File: config.mk
export PLATFORM = sky130hd
export DESIGN_NAME = orf_stream_finder_flat
export DESIGN_NICKNAME = d
export VERILOG_FILES = /design/src/design/orf_pkg.sv /design/src/design/orf_in_if.sv /design/src/design/orf_out_if.sv /design/src/design/orf_cfg_regs.sv /design/src/design/orf_ctrl.sv /design/src/design/orf_datapath.sv /design/src/design/orf_stream_finder.sv /design/src/flat_wrapper.sv
export VERILOG_INCLUDE_DIRS = /design/src /design/src/design
export SDC_FILE = /design/constraint.sdc
export NUM_CORES = 2
export LEC_CHECK = 0
export BUFFER_PORTS_ARGS = -buffer_cell sky130_fd_sc_hd__buf_2
export CAP_MARGIN = 20
export CORE_UTILIZATION = 41
export CTS_BUF_LIST = sky130_fd_sc_hd__clkbuf_2
export DETAILED_ROUTE_END_ITERATION = 16
export GPL_TIMING_DRIVEN = 0
export PLACE_DENSITY = 0.64
export SLEW_MARGIN = 20
export SYNTH_ARGS = -nofsm -noshare
export SYNTH_HDL_FRONTEND = slang
export SYNTH_SLANG_ARGS = --single-unit
File: constraint.sdc
create_clock -name clk -period 17.2 [get_ports clk]
set_input_delay 1.72 -clock clk [delete_from_list [all_inputs] [get_ports clk]]
set_output_delay 1.72 -clock clk [all_outputs]
set_load 0.005 [all_outputs]
File: src/design/orf_stream_finder_defines.svh
// Assertion macros shared by the ORF stream finder RTL.
`ifndef ORF_STREAM_FINDER_DEFINES_SVH
`define ORF_STREAM_FINDER_DEFINES_SVH

// The consequent must hold in the cycle after the antecedent.
`define ORF_ASSERT_NEXT(label, ante, cons) \
	label: assert property (@(posedge clk) disable iff (!arst_n) (ante) |=> (cons)) \
		else $error("ORF finder check failed one cycle after its trigger");

// The consequent must hold in the same cycle as the antecedent.
`define ORF_ASSERT_SAME(label, ante, cons) \
	label: assert property (@(posedge clk) disable iff (!arst_n) (ante) |-> (cons)) \
		else $error("ORF finder check failed in the cycle of its trigger");

`endif

File: src/design/orf_pkg.sv
// Shared types, widths and constants of the ORF stream finder.
`default_nettype none

package orf_pkg;

	localparam int NUC_W = 3;
	localparam int SEQ_W = 20;
	localparam int POS_OUT_W = 25;
	localparam int CODON_W = 6;
	localparam int MIN_BODY_W = 24;
	localparam int CFG_DATA_W = 24;
	localparam int CFG_IDX_W = 3;
	localparam int NUM_STOPS = 4;
	localparam int NUM_FRAMES = 3;

	localparam int DEF_MAX_LEN_BITS = 24;
	localparam int DEF_PENDING_DEPTH = 16;
	localparam int DEF_SEQ_ID_BITS = 20;

	// Register indexes of the configuration port.
	localparam logic [CFG_IDX_W-1:0] REG_START_CODON = 3'd0;
	localparam logic [CFG_IDX_W-1:0] REG_STOP_A = 3'd1;
	localparam logic [CFG_IDX_W-1:0] REG_STOP_B = 3'd2;
	localparam logic [CFG_IDX_W-1:0] REG_STOP_C = 3'd3;
	localparam logic [CFG_IDX_W-1:0] REG_STOP_D = 3'd4;
	localparam logic [CFG_IDX_W-1:0] REG_STOP_ENABLE = 3'd5;
	localparam logic [CFG_IDX_W-1:0] REG_MIN_BODY = 3'd6;

	localparam logic [CODON_W-1:0] RST_START_CODON = 6'd14;
	localparam logic [CODON_W-1:0] RST_STOP_A = 6'd48;
	localparam logic [CODON_W-1:0] RST_STOP_B = 6'd50;
	localparam logic [CODON_W-1:0] RST_STOP_C = 6'd56;
	localparam logic [CODON_W-1:0] RST_STOP_D = 6'd0;
	localparam logic [NUM_STOPS-1:0] RST_STOP_ENABLE = 4'd7;
	localparam logic [MIN_BODY_W-1:0] RST_MIN_BODY = 24'd0;

	typedef struct packed {
		logic [CODON_W-1:0] start_codon;
		logic [NUM_STOPS-1:0][CODON_W-1:0] stop_codon;
		logic [NUM_STOPS-1:0] stop_enable;
		logic [MIN_BODY_W-1:0] min_body;
	} cfg_t;

	// Commands from the controller to the datapath.
	typedef struct packed {
		logic load;
		logic commit;
		logic k_clr;
		logic k_inc;
		logic rd;
		logic take;
		logic flush;
	} ctrl_cmd_t;

	// Status from the datapath to the controller.
	typedef struct packed {
		logic scan;
		logic entry_pass;
		logic k_last;
		logic hold_valid;
		logic out_free;
	} dp_status_t;

endpackage

`default_nettype wire

File: src/design/orf_in_if.sv
// Input channel of the ORF stream finder: one nucleotide per item.
`default_nettype none

interface orf_in_if;
	import orf_pkg::*;

	logic valid;
	logic ready;
	logic [NUC_W-1:0] nucleotide;
	logic [SEQ_W-1:0] seq_number;
	logic end_of_sequence;

	modport source (output valid, nucleotide, seq_number, end_of_sequence, input ready);
	modport sink (input valid, nucleotide, seq_number, end_of_sequence, output ready);
endinterface

`default_nettype wire

File: src/design/orf_out_if.sv
// Output channel of the ORF stream finder: one ORF record per item.
`default_nettype none

interface orf_out_if;
	import orf_pkg::*;

	logic valid;
	logic ready;
	logic [POS_OUT_W-1:0] orf_start;
	logic [POS_OUT_W-1:0] orf_end;
	logic [SEQ_W-1:0] orf_seq;
	logic starts_lost;
	logic last_record;

	modport source (output valid, orf_start, orf_end, orf_seq, starts_lost, last_record,
		input ready);
	modport sink (input valid, orf_start, orf_end, orf_seq, starts_lost, last_record,
		output ready);
endinterface

`default_nettype wire

File: src/design/orf_cfg_regs.sv
// Configuration register file of the ORF stream finder.
`default_nettype none

module orf_cfg_regs (
	input  wire logic clk,
	input  wire logic arst_n,
	input  wire logic cfg_we,
	input  wire logic [orf_pkg::CFG_IDX_W-1:0] cfg_index,
	input  wire logic [orf_pkg::CFG_DATA_W-1:0] cfg_data,
	output orf_pkg::cfg_t cfg
);
	import orf_pkg::*;

	cfg_t cfg_q;

	always_ff @(posedge clk or negedge arst_n) begin
		if (!arst_n) begin
			cfg_q.start_codon <= RST_START_CODON;
			cfg_q.stop_codon[0] <= RST_STOP_A;
			cfg_q.stop_codon[1] <= RST_STOP_B;
			cfg_q.stop_codon[2] <= RST_STOP_C;
			cfg_q.stop_codon[3] <= RST_STOP_D;
			cfg_q.stop_enable <= RST_STOP_ENABLE;
			cfg_q.min_body <= RST_MIN_BODY;
		end else if (cfg_we) begin
			unique case (cfg_index)
				REG_START_CODON: cfg_q.start_codon <= cfg_data[CODON_W-1:0];
				REG_STOP_A: cfg_q.stop_codon[0] <= cfg_data[CODON_W-1:0];
				REG_STOP_B: cfg_q.stop_codon[1] <= cfg_data[CODON_W-1:0];
				REG_STOP_C: cfg_q.stop_codon[2] <= cfg_data[CODON_W-1:0];
				REG_STOP_D: cfg_q.stop_codon[3] <= cfg_data[CODON_W-1:0];
				REG_STOP_ENABLE: cfg_q.stop_enable <= cfg_data[NUM_STOPS-1:0];
				REG_MIN_BODY: cfg_q.min_body <= cfg_data[MIN_BODY_W-1:0];
				default: cfg_q <= cfg_q;
			endcase
		end
	end

	assign cfg = cfg_q;

endmodule

`default_nettype wire

File: src/design/orf_ctrl.sv
// Controller state machine: sequences evaluation, start-list scan and record flush.
`default_nettype none

module orf_ctrl (
	input  wire logic clk,
	input  wire logic arst_n,
	input  wire logic in_valid,
	output logic in_ready,
	input  orf_pkg::dp_status_t st,
	output orf_pkg::ctrl_cmd_t cmd
);
	import orf_pkg::*;

	localparam logic [2:0] S_IDLE = 3'd0;
	localparam logic [2:0] S_EVAL = 3'd1;
	localparam logic [2:0] S_READ = 3'd2;
	localparam logic [2:0] S_CHECK = 3'd3;
	localparam logic [2:0] S_FLUSH = 3'd4;

	logic [2:0] state_q;
	logic [2:0] state_d;

	always_comb begin
		state_d = state_q;
		cmd = '0;
		unique case (state_q)
			S_IDLE: begin
				if (in_valid) begin
					cmd.load = 1'b1;
					state_d = S_EVAL;
				end
			end
			S_EVAL: begin
				if (st.scan) begin
					cmd.k_clr = 1'b1;
					state_d = S_READ;
				end else begin
					cmd.commit = 1'b1;
					state_d = S_IDLE;
				end
			end
			S_READ: begin
				cmd.rd = 1'b1;
				state_d = S_CHECK;
			end
			S_CHECK: begin
				// A passing entry waits while the held record cannot move out.
				if (!st.entry_pass || !st.hold_valid || st.out_free) begin
					cmd.take = st.entry_pass;
					if (st.k_last) begin
						state_d = S_FLUSH;
					end else begin
						cmd.k_inc = 1'b1;
						state_d = S_READ;
					end
				end
			end
			S_FLUSH: begin
				if (!st.hold_valid) begin
					cmd.commit = 1'b1;
					state_d = S_IDLE;
				end else if (st.out_free) begin
					cmd.flush = 1'b1;
					cmd.commit = 1'b1;
					state_d = S_IDLE;
				end
			end
			default: state_d = S_IDLE;
		endcase
	end

	always_ff @(posedge clk or negedge arst_n) begin
		if (!arst_n) begin
			state_q <= S_IDLE;
		end else begin
			state_q <= state_d;
		end
	end

	assign in_ready = (state_q == S_IDLE);

endmodule

`default_nettype wire

File: src/design/orf_datapath.sv
// Datapath: base history, frame start lists in memory, record hold and output register.
`default_nettype none

module orf_datapath #(
	parameter int MAX_LEN_BITS = orf_pkg::DEF_MAX_LEN_BITS,
	parameter int PENDING_DEPTH = orf_pkg::DEF_PENDING_DEPTH,
	parameter int SEQ_ID_BITS = orf_pkg::DEF_SEQ_ID_BITS
) (
	input  wire logic clk,
	input  wire logic arst_n,
	input  orf_pkg::cfg_t cfg,
	input  wire logic [orf_pkg::NUC_W-1:0] nucleotide,
	input  wire logic [orf_pkg::SEQ_W-1:0] seq_number,
	input  wire logic end_of_sequence,
	input  orf_pkg::ctrl_cmd_t cmd,
	output orf_pkg::dp_status_t st,
	orf_out_if.source orfs
);
	import orf_pkg::*;

	localparam int PW = MAX_LEN_BITS + 1;
	localparam int CW = $clog2(PENDING_DEPTH + 1);
	localparam int KW = (PENDING_DEPTH > 1) ? $clog2(PENDING_DEPTH) : 1;
	localparam int DEPTH_ALL = NUM_FRAMES * PENDING_DEPTH;
	localparam int AW = $clog2(DEPTH_ALL);
	localparam int DW = (PW > MIN_BODY_W) ? PW : MIN_BODY_W;
	localparam logic [SEQ_W-1:0] SEQ_MASK = (SEQ_ID_BITS >= SEQ_W) ? '1 :
		SEQ_W'((64'd1 << SEQ_ID_BITS) - 64'd1);

	// Latched item.
	logic [NUC_W-1:0] item_nuc_q;
	logic [SEQ_W-1:0] item_seq_q;
	logic item_eos_q;

	// Stream state.
	logic [PW-1:0] pos_q;
	logic [1:0] pmod_q;
	logic [2*NUC_W-1:0] prev_q;
	logic [1:0] seen_q;
	logic [CW-1:0] cnt_q [NUM_FRAMES];
	logic [NUM_FRAMES-1:0] lost_q;
	logic [KW-1:0] k_q;

	logic [MAX_LEN_BITS-1:0] mem [DEPTH_ALL];
	logic [MAX_LEN_BITS-1:0] rd_data_q;

	logic hold_valid_q;
	logic [POS_OUT_W-1:0] hold_start_q;
	logic hold_lost_q;

	logic out_valid_q;
	logic [POS_OUT_W-1:0] out_start_q;
	logic [POS_OUT_W-1:0] out_end_q;
	logic [SEQ_W-1:0] out_seq_q;
	logic out_lost_q;
	logic out_last_q;

	logic in_range;
	logic codon_ok;
	logic [CODON_W-1:0] codon;
	logic is_stop;
	logic is_start;
	logic [MAX_LEN_BITS-1:0] s_pos;
	logic [1:0] frame;
	logic [CW-1:0] cnt_f;
	logic [CW-1:0] base_cnt;
	logic [CW-1:0] cnt_next;
	logic lost_next;
	logic mem_we;
	logic [AW-1:0] frame_base;
	logic [AW-1:0] rd_addr;
	logic [AW-1:0] wr_addr;
	logic [PW-1:0] s_ext;
	logic [PW-1:0] st_end;
	logic [PW-1:0] body;
	logic [PW-1:0] end_ext;
	logic [PW-1:0] start_ext;
	logic entry_pass;
	logic out_free;
	logic out_load;

	assign in_range = !pos_q[MAX_LEN_BITS];
	assign codon = {prev_q[4:3], prev_q[1:0], item_nuc_q[1:0]};
	assign codon_ok = in_range && seen_q[1] && !prev_q[5] && !prev_q[2] && !item_nuc_q[2];

	always_comb begin
		is_stop = 1'b0;
		for (int i = 0; i < NUM_STOPS; i++) begin
			if (cfg.stop_enable[i] && (codon == cfg.stop_codon[i])) begin
				is_stop = 1'b1;
			end
		end
		is_stop = is_stop && codon_ok;
	end

	assign is_start = codon_ok && (codon == cfg.start_codon);
	assign s_pos = pos_q[MAX_LEN_BITS-1:0] - MAX_LEN_BITS'(2);

	// The codon starts two bases back, so its frame is (position + 1) mod 3.
	always_comb begin
		unique case (pmod_q)
			2'd0: frame = 2'd1;
			2'd1: frame = 2'd2;
			default: frame = 2'd0;
		endcase
	end

	assign cnt_f = cnt_q[frame];
	assign base_cnt = is_stop ? '0 : cnt_f;

	always_comb begin
		cnt_next = base_cnt;
		lost_next = is_stop ? 1'b0 : lost_q[frame];
		if (is_start) begin
			if (base_cnt < CW'(PENDING_DEPTH)) begin
				cnt_next = base_cnt + CW'(1);
			end else begin
				lost_next = 1'b1;
			end
		end
	end

	assign frame_base = AW'(int'(frame) * PENDING_DEPTH);
	assign rd_addr = frame_base + AW'(k_q);
	assign wr_addr = frame_base + AW'(base_cnt);
	assign mem_we = cmd.commit && is_start && (base_cnt < CW'(PENDING_DEPTH));

	// Body length test of the entry that was read.
	assign s_ext = {1'b0, s_pos};
	assign st_end = {1'b0, rd_data_q} + PW'(3);
	assign body = s_ext - st_end;
	assign entry_pass = (s_ext >= st_end) && (DW'(body) >= DW'(cfg.min_body));
	assign end_ext = s_ext + PW'(3);
	assign start_ext = {1'b0, rd_data_q} + PW'(1);

	assign out_free = !out_valid_q || orfs.ready;
	assign out_load = cmd.flush || (cmd.take && hold_valid_q);

	assign st.scan = is_stop && (cnt_f != '0);
	assign st.entry_pass = entry_pass;
	assign st.k_last = ((CW'(k_q) + CW'(1)) == cnt_f);
	assign st.hold_valid = hold_valid_q;
	assign st.out_free = out_free;

	always_ff @(posedge clk) begin
		if (cmd.load) begin
			item_nuc_q <= nucleotide;
			item_seq_q <= seq_number & SEQ_MASK;
			item_eos_q <= end_of_sequence;
		end
		if (cmd.take) begin
			hold_start_q <= POS_OUT_W'(start_ext);
			hold_lost_q <= lost_q[frame];
		end
		if (out_load) begin
			out_start_q <= hold_start_q;
			out_end_q <= POS_OUT_W'(end_ext);
			out_seq_q <= item_seq_q;
			out_lost_q <= hold_lost_q;
			out_last_q <= cmd.flush;
		end
	end

	always_ff @(posedge clk) begin
		if (mem_we) begin
			mem[wr_addr] <= s_pos;
		end
		if (cmd.rd) begin
			rd_data_q <= mem[rd_addr];
		end
	end

	always_ff @(posedge clk or negedge arst_n) begin
		if (!arst_n) begin
			pos_q <= '0;
			pmod_q <= '0;
			prev_q <= '0;
			seen_q <= '0;
			lost_q <= '0;
			k_q <= '0;
			hold_valid_q <= 1'b0;
			out_valid_q <= 1'b0;
			for (int i = 0; i < NUM_FRAMES; i++) begin
				cnt_q[i] <= '0;
			end
		end else begin
			if (cmd.k_clr) begin
				k_q <= '0;
			end else if (cmd.k_inc) begin
				k_q <= k_q + KW'(1);
			end

			if (cmd.take) begin
				hold_valid_q <= 1'b1;
			end else if (cmd.flush) begin
				hold_valid_q <= 1'b0;
			end

			if (out_load) begin
				out_valid_q <= 1'b1;
			end else if (orfs.ready) begin
				out_valid_q <= 1'b0;
			end

			if (cmd.commit) begin
				if (item_eos_q) begin
					pos_q <= '0;
					pmod_q <= '0;
					prev_q <= '0;
					seen_q <= '0;
					lost_q <= '0;
					for (int i = 0; i < NUM_FRAMES; i++) begin
						cnt_q[i] <= '0;
					end
				end else if (in_range) begin
					prev_q <= {prev_q[NUC_W-1:0], item_nuc_q};
					if (!seen_q[1]) begin
						seen_q <= seen_q + 2'd1;
					end
					pos_q <= pos_q + PW'(1);
					pmod_q <= (pmod_q == 2'd2) ? 2'd0 : pmod_q + 2'd1;
					if (codon_ok) begin
						cnt_q[frame] <= cnt_next;
						lost_q[frame] <= lost_next;
					end
				end
			end
		end
	end

	assign orfs.valid = out_valid_q;
	assign orfs.orf_start = out_start_q;
	assign orfs.orf_end = out_end_q;
	assign orfs.orf_seq = out_seq_q;
	assign orfs.starts_lost = out_lost_q;
	assign orfs.last_record = out_last_q;

endmodule

`default_nettype wire

File: src/design/orf_stream_finder.sv
// An item that completes no stop codon, or one in a frame with no open starts, is accepted,
// then evaluated and updated. A stop codon in a frame with open starts is accepted and
// evaluated, then gets one start-list memory read and one length check per open start, then the final record flush.
// Records leave through an output register; a stalled output holds the scan.
// Asynchronous reset clears the stream state and loads the default codon registers.
`default_nettype none

`include "orf_stream_finder_defines.svh"

module orf_stream_finder #(
	parameter int MAX_LEN_BITS = orf_pkg::DEF_MAX_LEN_BITS,
	parameter int PENDING_DEPTH = orf_pkg::DEF_PENDING_DEPTH,
	parameter int SEQ_ID_BITS = orf_pkg::DEF_SEQ_ID_BITS
) (
	input  wire logic clk,
	input  wire logic arst_n,
	input  wire logic cfg_we,
	input  wire logic [orf_pkg::CFG_IDX_W-1:0] cfg_index,
	input  wire logic [orf_pkg::CFG_DATA_W-1:0] cfg_data,
	orf_in_if.sink bases,
	orf_out_if.source orfs
);
	import orf_pkg::*;

	cfg_t cfg;
	ctrl_cmd_t cmd;
	dp_status_t st;
	logic in_ready;

	orf_cfg_regs u_cfg (
		.clk (clk),
		.arst_n (arst_n),
		.cfg_we (cfg_we),
		.cfg_index (cfg_index),
		.cfg_data (cfg_data),
		.cfg (cfg)
	);

	orf_ctrl u_ctrl (
		.clk (clk),
		.arst_n (arst_n),
		.in_valid (bases.valid),
		.in_ready (in_ready),
		.st (st),
		.cmd (cmd)
	);

	orf_datapath #(
		.MAX_LEN_BITS (MAX_LEN_BITS),
		.PENDING_DEPTH (PENDING_DEPTH),
		.SEQ_ID_BITS (SEQ_ID_BITS)
	) u_dp (
		.clk (clk),
		.arst_n (arst_n),
		.cfg (cfg),
		.nucleotide (bases.nucleotide),
		.seq_number (bases.seq_number),
		.end_of_sequence (bases.end_of_sequence),
		.cmd (cmd),
		.st (st),
		.orfs (orfs)
	);

	assign bases.ready = in_ready;

	`ORF_ASSERT_NEXT(a_accept_busy, bases.valid && bases.ready, !bases.ready)
	`ORF_ASSERT_NEXT(a_commit_idle, cmd.commit, bases.ready)
	`ORF_ASSERT_NEXT(a_flush_last, cmd.flush, orfs.valid && orfs.last_record)
	`ORF_ASSERT_NEXT(a_take_not_last, cmd.take && st.hold_valid,
		orfs.valid && !orfs.last_record)
	`ORF_ASSERT_SAME(a_hold_in_scan, st.hold_valid, !bases.ready)

endmodule

`default_nettype wire
File: src/flat_wrapper.sv
// flat-port wrapper written by rule: the top's interface ports become plain ports
module orf_stream_finder_flat import orf_pkg::*;
#(
	parameter int MAX_LEN_BITS = orf_pkg::DEF_MAX_LEN_BITS,
	parameter int PENDING_DEPTH = orf_pkg::DEF_PENDING_DEPTH,
	parameter int SEQ_ID_BITS = orf_pkg::DEF_SEQ_ID_BITS
)
  (clk, arst_n, cfg_we, cfg_index, cfg_data, bases_valid, bases_nucleotide, bases_seq_number, bases_end_of_sequence, bases_ready, orfs_valid, orfs_orf_start, orfs_orf_end, orfs_orf_seq, orfs_starts_lost, orfs_last_record, orfs_ready);
  orf_in_if bases_i ();
  orf_out_if orfs_i ();
  input  wire logic clk;
  input  wire logic arst_n;
  input  wire logic cfg_we;
  input  wire logic [orf_pkg::CFG_IDX_W-1:0] cfg_index;
  input  wire logic [orf_pkg::CFG_DATA_W-1:0] cfg_data;
  input wire logic [$bits(bases_i.valid)-1:0] bases_valid;
  input wire logic [$bits(bases_i.nucleotide)-1:0] bases_nucleotide;
  input wire logic [$bits(bases_i.seq_number)-1:0] bases_seq_number;
  input wire logic [$bits(bases_i.end_of_sequence)-1:0] bases_end_of_sequence;
  output wire logic [$bits(bases_i.ready)-1:0] bases_ready;
  output wire logic [$bits(orfs_i.valid)-1:0] orfs_valid;
  output wire logic [$bits(orfs_i.orf_start)-1:0] orfs_orf_start;
  output wire logic [$bits(orfs_i.orf_end)-1:0] orfs_orf_end;
  output wire logic [$bits(orfs_i.orf_seq)-1:0] orfs_orf_seq;
  output wire logic [$bits(orfs_i.starts_lost)-1:0] orfs_starts_lost;
  output wire logic [$bits(orfs_i.last_record)-1:0] orfs_last_record;
  input wire logic [$bits(orfs_i.ready)-1:0] orfs_ready;
  assign bases_i.valid = bases_valid;
  assign bases_i.nucleotide = bases_nucleotide;
  assign bases_i.seq_number = bases_seq_number;
  assign bases_i.end_of_sequence = bases_end_of_sequence;
  assign bases_ready = bases_i.ready;
  assign orfs_valid = orfs_i.valid;
  assign orfs_orf_start = orfs_i.orf_start;
  assign orfs_orf_end = orfs_i.orf_end;
  assign orfs_orf_seq = orfs_i.orf_seq;
  assign orfs_starts_lost = orfs_i.starts_lost;
  assign orfs_last_record = orfs_i.last_record;
  assign orfs_i.ready = orfs_ready;
  orf_stream_finder #(.MAX_LEN_BITS(MAX_LEN_BITS), .PENDING_DEPTH(PENDING_DEPTH), .SEQ_ID_BITS(SEQ_ID_BITS)) u_core (.clk(clk), .arst_n(arst_n), .cfg_we(cfg_we), .cfg_index(cfg_index), .cfg_data(cfg_data), .bases(bases_i), .orfs(orfs_i));
endmodule
After elaboration in Yosys (flattened, before gate mapping). Memories as Yosys holds them, arrays and structs flattened. A register that Yosys moved wholly into a read port is not among the register bits. Cells that the tools add are included.

Register bits after elaboration: 242. Bits in latches: 0. RAM bits: 1152. ROM bits: 0. Bits of input ports: 56. Output and inout bits: 74. Logic and storage cells: 192. Memories: 1.

Memories: u_core.u_dp.mem (words 48, width 24, read ports 1, clocked after Yosys merged registers in 1, wr ports 1, RTL line orf_datapath.sv:44) `logic [MAX_LEN_BITS-1:0] mem [DEPTH_ALL];`.

$add $sub $neg: 13. $mul: 0. Divide/modulo/power cells: 0. Order comparisons: 7. Eq/ne operators: 23. Shift operators: 0. Multiplexer cells: 69. Bitwise gates (word level): 1. Reduce and logical (&&, ||, !) cells: 47.

Operators with widths (count): adder 24 x 2 -> 25 bit, second input constant (2); two-way mux 25 bit (2); two-way mux 15 bit (3); equality test 6 bit (5); two-way mux 1 bit (30); two-way mux 5 bit (6); adder 24 x 1 -> 25 bit, second input constant (1); adder 25 x 1 -> 25 bit, second input constant (1); greater-or-equal comparator 24 x 25 -> 1 bit (1); greater-or-equal comparator 25 x 24 -> 1 bit (1); subtractor 24 x 25 -> 25 bit (1); two-way mux 3 bit (8); subtractor 24 x 2 -> 24 bit, second input constant (1); logical AND 1 bit (17); AND reduction 2 bit (8); bitwise mux 15 bit (1); case mux 3 bit (5 select lines) (1); two-way mux 2 bit (7); equality test 3 x 2 -> 1 bit, second input constant (4); equality test 3 bit, second input constant (4); two-way mux 6 bit (2); binary-select mux 5 bit (select 2 bit) (1); demux 5 bit (select 2 bit) (1); AND reduction 3 bit (3); 30 further kinds (49).

Depth between registers and ports, before layout.
Depth in word-level cells: 15. Depth in mapped cells: 27. Depth with buffers taken out: 27.

Hierarchy. Synthesis repeated with hierarchy kept, for this count alone.

Cell total of the unflattened synthesis: 3085. Area total of the unflattened synthesis: 57973.1 sq um.

By module, submodules not included: orf_datapath (instances 1, cells each 2922, area each 55421.9 sq um, sequential area each 40453.8 sq um); orf_cfg_regs (instances 1, cells each 129, area each 2279.7 sq um, sequential area each 1468.9 sq um); orf_ctrl (instances 1, cells each 34, area each 271.5 sq um, sequential area each 75.1 sq um).

Least setup slack after synthesis. No wires, ideal clock.

Path kind: register to register. From: register u_core.u_dp.pos_q[1]. To: register u_core.u_dp.out_last_q, in the netlist u_core.u_dp.orfs.last_record, enable pin. Library setup time: 0.526 ns. Arrival: 11.342 ns. Data required time: 16.674 ns. Slack: 5.331 ns. Cell stages (with the launch flop): 25. Path buffers: 0. Path through: dfrtp_1 inv_1 ha_1 nor3b_1 nand4b_1 xnor2_1 ha_1 a21o_1 a2111oi_0 o32ai_1 o21bai_1 a221oi_1 nor2_1 a41o_1 xor2_1 ha_1 nand4_1 nor3_1 a211oi_1 a2111oi_0 o311a_1 nand2b_1 o32a_1 nand3_1 a21oi_1.

Longest elaborated chain between the ends: 11. Elaborated cells between the ends (all ways): 12.

RTL lines: from (decl) (RTL line orf_datapath.sv:36) `logic [PW-1:0] pos_q;`; from (signal assigned) (RTL line orf_datapath.sv:220) `pos_q <= pos_q + PW'(1);`; subtractor 24 x 2 -> 24 bit (*) (RTL line orf_datapath.sv:97) `assign s_pos = pos_q[MAX_LEN_BITS-1:0] - MAX_LEN_BITS'(2);`; net u_core.u_dp.s_pos[1] (RTL line orf_datapath.sv:63) `logic [MAX_LEN_BITS-1:0] s_pos;`; subtractor 24 x 25 -> 25 bit (RTL line orf_datapath.sv:131) `assign body = s_ext - st_end;`; greater-or-equal comparator 25 x 24 -> 1 bit (RTL line orf_datapath.sv:132) `assign entry_pass = (s_ext >= st_end) && (DW'(body) >= DW'(cfg.min_body));`; logical AND 1 bit (*) (RTL line orf_datapath.sv:132); logical NOT 1 bit (RTL line orf_ctrl.sv:48) `if (!st.entry_pass || !st.hold_valid || st.out_free) begin`; logical OR 1 bit (2 in series) (RTL line orf_ctrl.sv:48); two-way mux 1 bit (*) (RTL line orf_ctrl.sv:48); two-way mux 1 bit (*) (RTL line orf_ctrl.sv:26) `unique case (state_q)`; logical AND 1 bit (*) (RTL line orf_datapath.sv:137) `assign out_load = cmd.flush || (cmd.take && hold_valid_q);`; logical OR 1 bit (*) (RTL line orf_datapath.sv:137); net u_core.u_dp.out_load (RTL line orf_datapath.sv:80) `logic out_load;`; to (signal assigned) (RTL line orf_datapath.sv:160) `out_last_q <= cmd.flush;`; to (decl) (RTL line orf_datapath.sv:56) `logic out_last_q;`.

The timed path passes the listed nets; every way through them passes the cells marked *. A chain may end at the register's enable or synchronous reset.

Worst setup path after layout.
From: register u_core.u_dp.pos_q[1]. To: register u_core.u_dp.out_end_q[23], in the netlist u_core.u_dp.orfs.orf_end[23], enable pin.

Longest elaborated chain between the ends: 11. Elaborated cells between the ends (all ways): 12.

RTL lines: subtractor 24 x 2 -> 24 bit (*) (RTL line orf_datapath.sv:97); net u_core.u_dp.s_pos[1] (RTL line orf_datapath.sv:63); subtractor 24 x 25 -> 25 bit (RTL line orf_datapath.sv:131); greater-or-equal comparator 25 x 24 -> 1 bit (RTL line orf_datapath.sv:132); logical AND 1 bit (*) (RTL line orf_datapath.sv:132); logical NOT 1 bit (RTL line orf_ctrl.sv:48); logical OR 1 bit (2 in series) (RTL line orf_ctrl.sv:48); two-way mux 1 bit (*) (RTL line orf_ctrl.sv:48); two-way mux 1 bit (*) (RTL line orf_ctrl.sv:26); logical AND 1 bit (*) (RTL line orf_datapath.sv:137); logical OR 1 bit (*) (RTL line orf_datapath.sv:137); net u_core.u_dp.out_load (RTL line orf_datapath.sv:80); to (signal assigned) (RTL line orf_datapath.sv:157) `out_end_q <= POS_OUT_W'(end_ext);`; to (decl) (RTL line orf_datapath.sv:53) `logic [POS_OUT_W-1:0] out_end_q;`.

Marked as above.

==> results.json <==
{
  "fmax_mhz": 104,
  "multi_input_area_um2": 15700,
  "cts_num_sinks": 1418,
  "critPathMaxFanout": 23,
  "swShare": 0.284,
  "hold-path-cell-count": 1,
  "drv_slew": 0,
  "final_hold_viol_count": 0,
  "min_to": "u_core.u_dp.item_seq_q[7]$_DFFE_PP_",
  "synth_edf_count": 1298,
  "rows": 137,
  "crit_path_start": "u_core.u_dp.pos_q[1]$_DFFE_PN0P_",
  "start_kind": "flip-flop",
  "fillCellCount": 11900,
  "hold_class": "in -> reg",
  "die-area_um2": 143000,
  "r2r-end": "u_core.u_dp.orfs.orf_end[23]$_DFFE_PP_",
  "crit_type": "reg -> reg",
  "setup_viol": 0,
  "worstSkewPairLatency_ps": 1720,
  "grt_pass1_wl_um": 211000,
  "hpwl_um": 100000,
  "nNetsFinal": 3689,
  "wire_per_inst_um": 25.5,
  "vias": 31500,
  "wirelength_um": 145000,
  "reg2reg_from": "u_core.u_dp.pos_q[1]$_DFFE_PN0P_",
  "vias_per_cell": 5.54,
  "r2r_cells": 29,
  "p_per_area_nw_per_um2": 111,
  "register_area_um2": 42000,
  "synth_top_cells_by_count": "edfxtp_1 (1298), mux4_2 (360), nand2_1 (119), nor2_1 (115), dfrtp_1 (106)",
  "ys_seq_area_frac": 0.725,
  "max_cap_violations": 0,
  "track_usage": 0.205,
  "first_pass_iters": 6,
  "die_h_um": 378,
  "detail-route-antenna-nets": 0,
  "p_leak_nw": 22.6,
  "die_w_um": 378,
  "status": "finished, final reports clean",
  "clk_pin_slew_ps": 110,
  "syn-num-nets": 3109,
  "worst-path-buf-inv": 3,
  "grt_pass1_vias": 32100,
  "ff2ff_setup_slack_ps": 7580,
  "synth_area_leaders": "edfxtp_1 (67%), mux4_2 (14%), dfrtp_1 (4.6%), ha_1 (1.2%), xnor2_1 (1.2%)",
  "skew_ps": 131,
  "p_comb_frac": 0.147,
  "synth_area_per_cell_um2": 19.3,
  "ys_ff_latch": 1418,
  "cts_setup_buffers": 0,
  "drive_above_1_share": 0.338,
  "synth_cells": 2995,
  "worstSetupEndpointType": "flip-flop",
  "slowest_delay_ps": 740,
  "grt_max_degree": 74,
  "numCtsBuffers": 358,
  "finalCritPeriodShare": 0.559,
  "cp_data_required_time_ps": 18500,
  "async_flop_share": 0.0846,
  "maxSlewHeadroom": 0.214,
  "root_buffer": "clkbuf_2",
  "grt_antenna_before_repair": 2,
  "worst_path_max_delay_cell": "a21oi_4",
  "cts.repair.resized": 0,
  "pwr-share-clk": 0.294,
  "start_util": 0.414,
  "numPortBuffers": 127,
  "p_sw_w": 0.00209,
  "synthFlopType": "edfxtp_1",
  "power.total_w": 0.00734,
  "crit_top_cell": "ha_1",
  "seqPwrFrac": 0.559,
  "cp.arrival_ps": 10920,
  "ir_drop_mv": 0.0602,
  "rsz0062_at_grt": "false",
  "internal_power_w": 0.00526,
  "path_delay_family": "compound AO/OA/AOI/OAI gates",
  "clock_path_buffers": 4,
  "num_io_pins": 130,
  "gp_congestion": 0.874,
  "grt_overflow": 0,
  "synth_top_area_share": 0.673,
  "syn_to_final_growth_pct": 14.7,
  "syn_area_um2": 57900,
  "tns_ps": 0,
  "finalWorstPathRequiredPeriod_ps": 9620,
  "synth_largest_area_cell": "edfxtp_1",
  "yosys_warnings": 0,
  "min_from": "bases_seq_number[7]",
  "h-tree-depth": 5,
  "core_um2": 140000,
  "cts_tree": "done",
  "dr.first_iter.drc_count": 3031,
  "worst_slew_pin_slew_ps": 1180,
  "yosysMostFrequentCell": "edfxtp_1",
  "remaining_drc_errors": 0,
  "synth.distinct_cells": 73
}
-- layout make-up --
| type | count | share of cell area |
|---|---|---|
| multi-input cells | 1383 | 0.236 |
| well taps | 1876 | 0.0353 |
| flip-flops and latches | 1418 | 0.632 |
| clock buffers | 500 | 0.0377 |
| plain buffers | 142 | 0.00838 |
| inverters | 52 | 0.00294 |
| clock inverters | 93 | 0.00718 |
| diodes | 9 | 0.000339 |
| repair buffers | 220 | 0.0395 |
-- metal layers --
metal / wire, um / GRT usage / vias to the layer above / share of wire
li1: - / - / 13500 / -
met1: 60400 / 0.280 / 16400 / 0.42
met2: 69400 / 0.322 / 1403 / 0.48
met3: 11600 / 0.0451 / 211 / 0.080
met4: 3770 / 0.0743 / 0 / 0.026
met5: 0 / 0 / - / 0
-- cell usage in the layout, fill, tap and decap left out, types with 44 or more instances in the layout --
| cell type | Yosys | routed |
|---|---|---|
| buf_16 | 0 | 44 |
| buf_2 | 5 | 136 |
| clkbuf_1 | 100 | 96 |
| clkbuf_2 | 0 | 506 |
| clkinv_1 | 0 | 71 |
| dfrtp_1 | 106 | 105 |
| edfxtp_1 | 1298 | 1298 |
| ha_1 | 57 | 57 |
| mux2_2 | 60 | 60 |
| mux4_2 | 360 | 360 |
| nand2_1 | 119 | 118 |
| nor2_1 | 115 | 68 |
| nor2_4 | 0 | 47 |
| o21ai_0 | 90 | 89 |
| xnor2_1 | 81 | 77 |
| xor2_1 | 69 | 65 |
-- worst max path at each step --
stage / to / slack, ps / cells past startpoint
detailed placement: u_core.u_dp.orfs.orf_end[13]$_DFFE_PP_ / 7810 / 29
floorplan: u_core.u_dp.orfs.last_record$_DFFE_PP_ / 5330 / 24
finish: u_core.u_dp.orfs.orf_end[23]$_DFFE_PP_ / 7580 / 29
global route: u_core.u_dp.orfs.orf_end[23]$_DFFE_PP_ / 7140 / 27
global placement: u_core.u_dp.orfs.orf_end[12]$_DFFE_PP_ / -1220 / 24
CTS: u_core.u_dp.orfs.orf_end[23]$_DFFE_PP_ / 7700 / 29
-- stage by stage --
stage,worst slack (ps),hold WS (ps),area [um^2],util,instances
after global routing,7140,114,66400,0.475,5692
after floorplan,5330,400,57900,-,2995
after global placement,-1220,400,60900,0.435,4998
after CTS,7700,63.1,66300,0.474,5681
after detailed placement,7810,405,63300,0.453,5087
final,7580,222,66400,0.475,5693
-- sequential cells by signal (all words and copies together) (netlist names) --
register,count
u_core.u_ctrl.state_q,3
u_core.u_dp.orfs.orf_seq,20
u_core.u_dp.item_eos_q,1
u_core.u_dp.hold_valid_q,1
u_core.u_cfg.cfg,58
u_core.u_dp.item_nuc_q,3
u_core.u_dp.orfs.orf_start,25
u_core.u_dp.k_q,4
u_core.u_dp.orfs.valid,1
u_core.u_dp.rd_data_q,24
u_core.u_dp.lost_q,3
u_core.u_dp.orfs.starts_lost,1
u_core.u_dp.item_seq_q,20
u_core.u_dp.cnt_q,15
u_core.u_dp.orfs.last_record,1
u_core.u_dp.seen_q,2
u_core.u_dp.hold_lost_q,1
u_core.u_dp.orfs.orf_end,25
u_core.u_dp.pmod_q,2
u_core.u_dp.hold_start_q,25
u_core.u_dp.prev_q,6
u_core.u_dp.pos_q,25
u_core.u_dp.mem,1152
-- power by group through the flow --
stage	sequential, W	combinational, W	clock (W)
after floorplan	0.00419	0.000576	0
after global placement	0.00423	0.000917	0
after detailed placement	0.00418	0.00107	0
after CTS	0.00411	0.00107	0.00221
after global routing	0.00411	0.00117	0.00239
final	0.00411	0.00108	0.00216
-- kinds of logic (layout without fill, tap and decap cells) --
kind of cell | count (synthesis) | after routing | synth area share
DFF | 1418 | 1418 | 0.725
and+or+nand+nor | 492 | 492 | 0.0435
muxes | 458 | 458 | 0.158
AOI/OAI and AO/OA | 225 | 225 | 0.0249
buffers and inverters | 194 | 1007 | 0.0127
xor gates and xnor gates | 150 | 150 | 0.0227
adders and majority gates | 58 | 58 | 0.0127
other | 0 | 9 | 0
-- timing repair --
action                                  4_1_cts  5_1_grt
endpoints found under the setup margin        0        0
hold buffers                                  1        0
endpoints found under the hold margin        39        0
(Power assumes the default switching activity.)
